## src/rtl/core/hpa_pkg.sv

```systemverilog
`default_nettype none
// ----------------------------------------------------------------------------
// hpa_pkg
// Shared constants and types of the hole placement allocator.
// ----------------------------------------------------------------------------
package hpa_pkg;

	localparam int HOLES     = 16;
	localparam int ADDR_BITS = 16;
	localparam int SIZE_W    = 16;
	localparam int IDX_W     = (HOLES > 1) ? $clog2(HOLES) : 1;
	localparam int CNT_W     = $clog2(HOLES + 1);

	localparam logic [1:0] MODE_FIRST = 2'd0;
	localparam logic [1:0] MODE_BEST  = 2'd1;
	localparam logic [1:0] MODE_WORST = 2'd2;

	localparam logic CMD_LOAD  = 1'b0;
	localparam logic CMD_ALLOC = 1'b1;

	localparam logic [1:0] REG_MODE  = 2'd0;
	localparam logic [1:0] REG_COUNT = 2'd1;

	typedef struct packed {
		logic        command;
		logic [3:0]  hole_index;
		logic [15:0] hole_base;
		logic [15:0] hole_size;
		logic [15:0] request_size;
		logic        last_request;
	} req_t;

	typedef struct packed {
		logic        granted;
		logic [15:0] grant_address;
		logic [3:0]  chosen_hole;
		logic        batch_done;
	} rsp_t;

	typedef struct packed {
		logic                 valid;
		logic [SIZE_W-1:0]    size;
		logic [IDX_W-1:0]     idx;
		logic [ADDR_BITS-1:0] addr;
	} cand_t;

	typedef struct packed {
		logic load;
		logic take;
		logic in_use;
	} cell_ctl_t;

endpackage
`default_nettype wire

```

## src/rtl/core/hpa_if.sv

```systemverilog
`default_nettype none
// ----------------------------------------------------------------------------
// hpa_if
// Valid/ready channels of the allocator: request, response and config write.
// ----------------------------------------------------------------------------
interface hpa_req_if;
	logic          valid;
	logic          ready;
	hpa_pkg::req_t data;
	modport source (output valid, output data, input ready);
	modport sink   (input valid, input data, output ready);
endinterface

interface hpa_rsp_if;
	logic          valid;
	logic          ready;
	hpa_pkg::rsp_t data;
	modport source (output valid, output data, input ready);
	modport sink   (input valid, input data, output ready);
endinterface

interface hpa_cfg_if;
	logic       valid;
	logic       ready;
	logic [1:0] addr;
	logic [4:0] data;
	modport source (output valid, output addr, output data, input ready);
	modport sink   (input valid, input addr, input data, output ready);
endinterface
`default_nettype wire

```

## src/rtl/core/hole_placement_allocator_unit.sv

```systemverilog
`default_nettype none
// ----------------------------------------------------------------------------
// hole_placement_allocator_unit
// First, best or worst fit allocator over a chain of hole cells.
//
// Channels: req (sink) carries load and allocate commands, rsp (source) one
// result per allocate, cfg (sink) writes placement_mode (index 0) and
// hole_count (index 1); cfg is always ready, other indexes are dropped.
// A load gives no result. An allocate starts a search: the best candidate
// ripples one cell per cycle down the chain of HOLES cells; the result is
// registered when the count of search steps reaches HOLES, and the unit
// returns to idle and takes the next request once that result is written.
// The chosen hole shrinks and its address advances when the result is
// written to the output register. A result waiting in the output register
// does not block req: loads and the next allocate are still taken. If the
// receiver stalls, that next search holds its finished result, with req
// not ready, until the output register is free.
// Reset clears all holes to size and address zero, both registers to zero
// and drops any pending result.
// ----------------------------------------------------------------------------
module hole_placement_allocator_unit (
	input  wire logic   clk,
	input  wire logic   arst_n,
	hpa_req_if.sink     req,
	hpa_rsp_if.source   rsp,
	hpa_cfg_if.sink     cfg
);

	localparam logic ST_IDLE   = 1'b0;
	localparam logic ST_SEARCH = 1'b1;

	logic                            state_q;
	logic [hpa_pkg::CNT_W-1:0]       cnt_q;
	logic [1:0]                      mode_q;
	logic [4:0]                      hole_count_q;
	logic [hpa_pkg::SIZE_W-1:0]      need_q;
	logic                            last_q;
	logic                            rsp_valid_q;
	hpa_pkg::rsp_t                   rsp_data_q;
	logic                            req_xfer;
	logic                            finish;
	hpa_pkg::cand_t                  cand [0:hpa_pkg::HOLES];
	hpa_pkg::cand_t                  tail;

	assign req.ready = (state_q == ST_IDLE);
	assign cfg.ready = 1'b1;
	assign req_xfer  = req.valid && req.ready;
	assign tail      = cand[hpa_pkg::HOLES];
	assign finish    = (state_q == ST_SEARCH) &&
	                   (cnt_q == hpa_pkg::CNT_W'(hpa_pkg::HOLES)) &&
	                   (!rsp_valid_q || rsp.ready);

	assign rsp.valid = rsp_valid_q;
	assign rsp.data  = rsp_data_q;

	always_ff @(posedge clk or negedge arst_n) begin
		if (!arst_n) begin
			mode_q       <= hpa_pkg::MODE_FIRST;
			hole_count_q <= '0;
		end else if (cfg.valid && cfg.ready) begin
			if (cfg.addr == hpa_pkg::REG_MODE) begin
				mode_q <= cfg.data[1:0];
			end else if (cfg.addr == hpa_pkg::REG_COUNT) begin
				hole_count_q <= cfg.data;
			end
		end
	end

	always_ff @(posedge clk or negedge arst_n) begin
		if (!arst_n) begin
			state_q <= ST_IDLE;
			cnt_q   <= '0;
		end else begin
			unique case (state_q)
				ST_IDLE: begin
					if (req_xfer && req.data.command == hpa_pkg::CMD_ALLOC) begin
						state_q <= ST_SEARCH;
						cnt_q   <= '0;
					end
				end
				ST_SEARCH: begin
					if (finish) begin
						state_q <= ST_IDLE;
					end else if (cnt_q != hpa_pkg::CNT_W'(hpa_pkg::HOLES)) begin
						cnt_q <= cnt_q + 1'b1;
					end
				end
				default: state_q <= ST_IDLE;
			endcase
		end
	end

	always_ff @(posedge clk) begin
		if (req_xfer && req.data.command == hpa_pkg::CMD_ALLOC) begin
			need_q <= req.data.request_size;
			last_q <= req.data.last_request;
		end
	end

	always_ff @(posedge clk or negedge arst_n) begin
		if (!arst_n) begin
			rsp_valid_q <= 1'b0;
		end else if (finish) begin
			rsp_valid_q <= 1'b1;
		end else if (rsp.ready) begin
			rsp_valid_q <= 1'b0;
		end
	end

	always_ff @(posedge clk) begin
		if (finish) begin
			rsp_data_q.granted       <= tail.valid;
			rsp_data_q.grant_address <= tail.valid ? 16'(tail.addr) : 16'd0;
			rsp_data_q.chosen_hole   <= tail.valid ? 4'(tail.idx) : 4'd0;
			rsp_data_q.batch_done    <= last_q;
		end
	end

	assign cand[0] = '0;

	for (genvar i = 0; i < hpa_pkg::HOLES; i++) begin : g_cell
		hpa_pkg::cell_ctl_t ctl;

		assign ctl.load   = req_xfer && (req.data.command == hpa_pkg::CMD_LOAD) &&
		                    (32'(req.data.hole_index) == i);
		assign ctl.take   = finish && tail.valid && (tail.idx == hpa_pkg::IDX_W'(i));
		assign ctl.in_use = 32'(hole_count_q) > i;

		hpa_cell u_cell (
			.clk      (clk),
			.arst_n   (arst_n),
			.ctl      (ctl),
			.my_idx   (hpa_pkg::IDX_W'(i)),
			.mode     (mode_q),
			.need     (need_q),
			.load_base(hpa_pkg::ADDR_BITS'(req.data.hole_base)),
			.load_size(req.data.hole_size),
			.cand_in  (cand[i]),
			.cand_out (cand[i+1])
		);
	end

endmodule
`default_nettype wire

```

## src/rtl/core/hpa_cell.sv

```systemverilog
`default_nettype none
// ----------------------------------------------------------------------------
// hpa_cell
// One hole entry; merges its own fit into the candidate passed down the chain.
// ----------------------------------------------------------------------------
module hpa_cell (
	input  wire logic                          clk,
	input  wire logic                          arst_n,
	input  wire hpa_pkg::cell_ctl_t            ctl,
	input  wire logic [hpa_pkg::IDX_W-1:0]     my_idx,
	input  wire logic [1:0]                    mode,
	input  wire logic [hpa_pkg::SIZE_W-1:0]    need,
	input  wire logic [hpa_pkg::ADDR_BITS-1:0] load_base,
	input  wire logic [hpa_pkg::SIZE_W-1:0]    load_size,
	input  wire hpa_pkg::cand_t                cand_in,
	output hpa_pkg::cand_t                     cand_out
);

	logic [hpa_pkg::SIZE_W-1:0]    size_q;
	logic [hpa_pkg::ADDR_BITS-1:0] addr_q;
	hpa_pkg::cand_t                cand_q;
	logic                          fits;
	logic                          wins;

	assign fits = ctl.in_use && (size_q >= need);

	always_comb begin
		wins = 1'b0;
		if (fits) begin
			priority if (!cand_in.valid) begin
				wins = 1'b1;
			end else if (mode == hpa_pkg::MODE_BEST) begin
				wins = size_q < cand_in.size;
			end else if (mode == hpa_pkg::MODE_WORST) begin
				wins = size_q > cand_in.size;
			end else begin
				wins = 1'b0;
			end
		end
	end

	always_ff @(posedge clk or negedge arst_n) begin
		if (!arst_n) begin
			size_q <= '0;
			addr_q <= '0;
		end else if (ctl.load) begin
			size_q <= load_size;
			addr_q <= load_base;
		end else if (ctl.take) begin
			size_q <= size_q - need;
			addr_q <= addr_q + hpa_pkg::ADDR_BITS'(need);
		end
	end

	always_ff @(posedge clk or negedge arst_n) begin
		if (!arst_n) begin
			cand_q <= '0;
		end else if (wins) begin
			cand_q <= {1'b1, size_q, my_idx, addr_q};
		end else begin
			cand_q <= cand_in;
		end
	end

	assign cand_out = cand_q;

endmodule
`default_nettype wire

```

## src/flat_wrapper.sv

```systemverilog
// flat-port wrapper written by rule: the top's interface ports become plain ports
module hole_placement_allocator_unit_flat 
  (clk, arst_n, req_valid, req_data, req_ready, rsp_valid, rsp_data, rsp_ready, cfg_valid, cfg_addr, cfg_data, cfg_ready);
  hpa_req_if req_i ();
  hpa_rsp_if rsp_i ();
  hpa_cfg_if cfg_i ();
  input  wire logic clk;
  input  wire logic arst_n;
  input wire logic [$bits(req_i.valid)-1:0] req_valid;
  input wire logic [$bits(req_i.data)-1:0] req_data;
  output wire logic [$bits(req_i.ready)-1:0] req_ready;
  output wire logic [$bits(rsp_i.valid)-1:0] rsp_valid;
  output wire logic [$bits(rsp_i.data)-1:0] rsp_data;
  input wire logic [$bits(rsp_i.ready)-1:0] rsp_ready;
  input wire logic [$bits(cfg_i.valid)-1:0] cfg_valid;
  input wire logic [$bits(cfg_i.addr)-1:0] cfg_addr;
  input wire logic [$bits(cfg_i.data)-1:0] cfg_data;
  output wire logic [$bits(cfg_i.ready)-1:0] cfg_ready;
  assign req_i.valid = req_valid;
  assign req_i.data = req_data;
  assign req_ready = req_i.ready;
  assign rsp_valid = rsp_i.valid;
  assign rsp_data = rsp_i.data;
  assign rsp_i.ready = rsp_ready;
  assign cfg_i.valid = cfg_valid;
  assign cfg_i.addr = cfg_addr;
  assign cfg_i.data = cfg_data;
  assign cfg_ready = cfg_i.ready;
  hole_placement_allocator_unit u_core (.clk(clk), .arst_n(arst_n), .req(req_i), .rsp(rsp_i), .cfg(cfg_i));
endmodule
```

## config.mk

```make
export PLATFORM = sky130hd
export DESIGN_NAME = hole_placement_allocator_unit_flat
export DESIGN_NICKNAME = d
export VERILOG_FILES = /design/src/rtl/core/hpa_pkg.sv /design/src/rtl/core/hpa_if.sv /design/src/rtl/core/hole_placement_allocator_unit.sv /design/src/rtl/core/hpa_cell.sv /design/src/flat_wrapper.sv
export SDC_FILE = /design/constraint.sdc
export NUM_CORES = 2
export LEC_CHECK = 0
export BUFFER_PORTS_ARGS = -buffer_cell sky130_fd_sc_hd__buf_2
export CORE_ASPECT_RATIO = 1.2
export CORE_UTILIZATION = 50
export CTS_BUF_LIST = sky130_fd_sc_hd__clkbuf_16
export DETAILED_ROUTE_END_ITERATION = 12
export PLACE_DENSITY = 0.77
export SETUP_SLACK_MARGIN = 0.02
export SLEW_MARGIN = 20
export SYNTH_ARGS = -nofsm -noshare
export SYNTH_HDL_FRONTEND = slang
export SYNTH_SLANG_ARGS = --single-unit
```

## constraint.sdc

```tcl
create_clock -name clk -period 12.5 [get_ports clk]
set_clock_uncertainty 0.1 [all_clocks]
set_input_delay 1.25 -clock clk [delete_from_list [all_inputs] [get_ports clk]]
set_output_delay 1.25 -clock clk [all_outputs]
set_load 0.03 [all_outputs]
```

==> run_results.csv <==
group,metric,value,unit
setup_path,cp_common_cell,"o21ai_0",
floorplan,fp.dieW,348.6,µm
setup_path,slowest_stage,"a311o_2",
setup_path,critPathCapture,"u_core.g_cell[11].u_cell.cand_out[11]",
clocking,postCtsSetupBuffers,0,
synthesis,syn_area,72090,µm²
timing,period_share,0.3664,
timing,max_freq,218.3,MHz
grt,grt_pass1_wl,341400,µm
final_layout,drive_gt1_frac,0.1254,
clocking,cts_buffers,117,
synthesis,ys_ff_latch,1126,
final_layout,nFillCells,12201,
timing,post-route-min-period,4580,ps
floorplan,core-area,143000,µm²
drt,vias,59414,
setup_path,crit_arrival,5130,ps
clocking,clock_path_buffers,3,
grt,grt_pass1_vias,59873,
floorplan,initial_core_util,0.5040,
final_layout,instances_no_fill,9282,
placed_design,io_buffers,89,
grt,grt_overflow_total,0,
floorplan,pin_count,91,
clocking,cts_root_buf,"clkbuf_16",
timing,maxSlewHeadroom,0.2465,
synthesis,synth_edf_count,39,
setup_path,reg2regPathDepth,13,
clocking,ctsResizeCount,0,
timing,slew_violations,0,
drt,drtIter0Drc,5523,
timing,grt_setup_unrepaired,"no",
clocking,cts_tree,"done",
timing,setup_viol,0,
setup_path,path_cells,"buf_4 -> inv_1 -> buf_4 -> ha_1 -> nor2b_1 -> o21ai_0 -> a21boi_0 -> o21ai_0 -> a21o_1 -> o21ai_0 -> a21oi_1 -> a311o_2 -> mux2_2",
clocking,ctsHoldBuffers,0,
synthesis,synth.avg_cell_area,9.984,µm²
final_layout,final_core_util,0.5494,
synthesis,ys.flop_type,"dfrtp_1",
final_layout,fin_nets,8090,
setup_path,end_kind,"flop",
setup_path,critical_path_class,"reg2reg",
drt,routed_wl,222800,µm
grt,antenna_found_initial,12,
placed_design,post-dp-hpwl,153700,µm
clocking,numClockSinks,1126,
clocking,clkTransAtPathRegs,70,ps
placed_design,place_congestion,0.9526,
drt,drc,0,
timing,tightest_slew,1129,ps
synthesis,yosysWarningCount,0,
final_layout,syn2layout_area_growth,8.996,%
synthesis,synthCells,7220,
drt,ant_nets,0,
worst_hold_path,hp-class,"reg2reg",
floorplan,fp.dieArea,145700,µm²
clocking,cts.htree.levels,3,
pwr,power.density,209.1,nW/µm²
drt,drt_pass1_iterations,6,
setup_path,r2r_start,"u_core.need_q[2]",
setup_path,reg2reg_slack,7920,ps
setup_path,cp_max_fo,36,
drt,vias_per_cell,6.401,
pwr,peakVddDrop,0.1411,mV
pwr,p_leak,37.85,nW
setup_path,crit_required,13050,ps
floorplan,fp.dieH,417.9,µm
run_status,status,"finished clean",
placed_design,dp.cells,9058,
clocking,clk_latency,790,ps
setup_path,timing.rr.end,"u_core.g_cell[11].u_cell.cand_out[11]",
flow_run,drv_cap,0,
synthesis,yosys.cell_types.count,93,
grt,track_usage,0.3020,
synthesis,syn-num-nets,8056,
setup_path,startpoint,"u_core.need_q[2]",
timing,final.setup.tns,0,ps
floorplan,rows,152,
setup_path,cpPeakStageDelay,820,ps
synthesis,synth.yosys.seq_area_share,0.3936,
grt,grt_start_max_net_pins,192,
synthesis,async_flop_share,0.9654,
setup_path,crit_path_start_kind,"flop",
timing,finalHoldViolCount,0,
drt,wire_per_inst,24.01,µm
-- cells in the mapped netlist, drive strengths merged (114+ instances only) --
library cell	instances	share of area
a21o	214	0.022
a21oi	360	0.025
a221o	114	0.016
a22oi	320	0.033
clkbuf	208	0.011
dfrtp	1087	0.38
ha	738	0.13
inv	430	0.022
mux2	467	0.074
nand2	367	0.019
nand2b	132	0.012
nor2	373	0.020
nor2b	175	0.015
nor3	184	0.013
o21ai	577	0.040
xnor2	160	0.019
xor2	125	0.015
-- worst min-delay path by stage --
stage / cells past startpoint / to / slack [ps] / start
floorplan: 0 / u_core.rsp.data[0] / 300 / u_core.last_q
global placement: 1 / u_core.g_cell[11].u_cell.cand_out[19] / 310 / u_core.g_cell[10].u_cell.cand_out[19]
detailed placement: 1 / u_core.g_cell[11].u_cell.cand_out[19] / 320 / u_core.g_cell[10].u_cell.cand_out[19]
CTS: 1 / u_core.g_cell[15].u_cell.cand_out[17] / 330 / u_core.g_cell[14].u_cell.cand_out[17]
global route: 1 / u_core.g_cell[9].u_cell.cand_out[16] / 340 / u_core.g_cell[8].u_cell.cand_out[16]
finish: 1 / u_core.g_cell[15].u_cell.cand_out[18] / 330 / u_core.g_cell[14].u_cell.cand_out[18]
-- state kept, by name, indices dropped and copies added, names as in the netlist --
name,flops
u_core.g_cell.u_cell.addr_q,256
u_core.mode_q,2
u_core.last_q,1
u_core.g_cell.u_cell.cand_out,561
u_core.rsp.data,22
u_core.hole_count_q,5
u_core.g_cell.u_cell.size_q,256
u_core.rsp.valid,1
u_core.state_q,1
u_core.cnt_q,5
u_core.need_q,16
-- cell usage in the layout (no fill, tap or decap), types with 42 or more instances in the layout --
| master | netlist | final |
|---|---|---|
| dfrtp_1 | 1087 | 1087 |
| ha_1 | 738 | 738 |
| o21ai_0 | 556 | 555 |
| inv_1 | 430 | 456 |
| mux2_2 | 438 | 438 |
| nand2_1 | 367 | 367 |
| a21oi_1 | 358 | 358 |
| nor2_1 | 371 | 344 |
| a22oi_1 | 320 | 320 |
| a21o_1 | 213 | 213 |
| nor3_1 | 183 | 178 |
| nor2b_1 | 175 | 172 |
| xnor2_1 | 160 | 160 |
| nand2b_1 | 131 | 131 |
| xor2_1 | 125 | 125 |
| clkbuf_16 | 0 | 117 |
| a221o_1 | 114 | 114 |
| nand3_1 | 108 | 108 |
| buf_4 | 10 | 106 |
| nand4_1 | 98 | 98 |
| buf_2 | 33 | 88 |
| and2_1 | 71 | 71 |
| mux2i_1 | 64 | 64 |
| or3_1 | 58 | 58 |
| o211ai_1 | 57 | 57 |
| a211oi_1 | 54 | 54 |
| o21a_1 | 51 | 51 |
| and3_1 | 42 | 42 |
-- worst max-delay path, delay by kind of cell, from the launching register on --
kind,cells,cell delay (ps)
buf+inv,3,740
fa+ha+maj,1,350
simple gates,1,170
mux,1,420
flops,1,410
compound gates,7,2140
-- per-stage QoR --
stage               area (µm²)  hold WS, ps  power (mW)  worst slack [ps]
floorplan                72090        300.3       10.91              7767
global placement         74780        312.4       12.53              7781
detailed placement       74810        319.0       12.86              7710
CTS                      78500        330.8       16.33              7999
global route             78570        339.2       17.48              7738
finish                   78570        327.9       16.43              7920
-- metal layers --
metal	part of all wire	routed length (µm)	global-route usage
met4	0.073	16320	0.2052
met1	0.37	82460	0.3553
met5	0.00014	31	0
met2	0.48	106900	0.5085
met3	0.077	17070	0.04575
-- power breakdown --
part | leakage, nW | switching [mW] | internal (mW)
registers | 15.0 | 0.959 | 4.84
clock network | 1.90 | 1.57 | 1.86
logic | 20.9 | 3.88 | 3.32
total | 37.8 | 6.41 | 10.0
-- cell families after synthesis --
logic type	Yosys count	synth area share
xor+xnor	285	0.03463
buf+inv	718	0.03989
other cells	1	0.00005202
compound gates	2065	0.1905
flops	1126	0.3936
simple gates	1724	0.1211
fa+ha+maj	770	0.1370
mux	531	0.08319
-- cell type report --
| type | instances | area, µm² | share of cell area |
|---|---|---|---|
| multi-input combinational | 5376 | 41050 | 0.5225 |
| sequential | 1126 | 28370 | 0.3611 |
| clock buffer | 117 | 2928 | 0.03726 |
| tap | 1925 | 2409 | 0.03065 |
| inverter | 430 | 1614 | 0.02054 |
| timing repair buffer | 203 | 1425 | 0.01814 |
| clock inverter | 100 | 759.5 | 0.009666 |
| antenna | 5 | 12.51 | 0.0001592 |
Power figures use the tool's default switching activity.
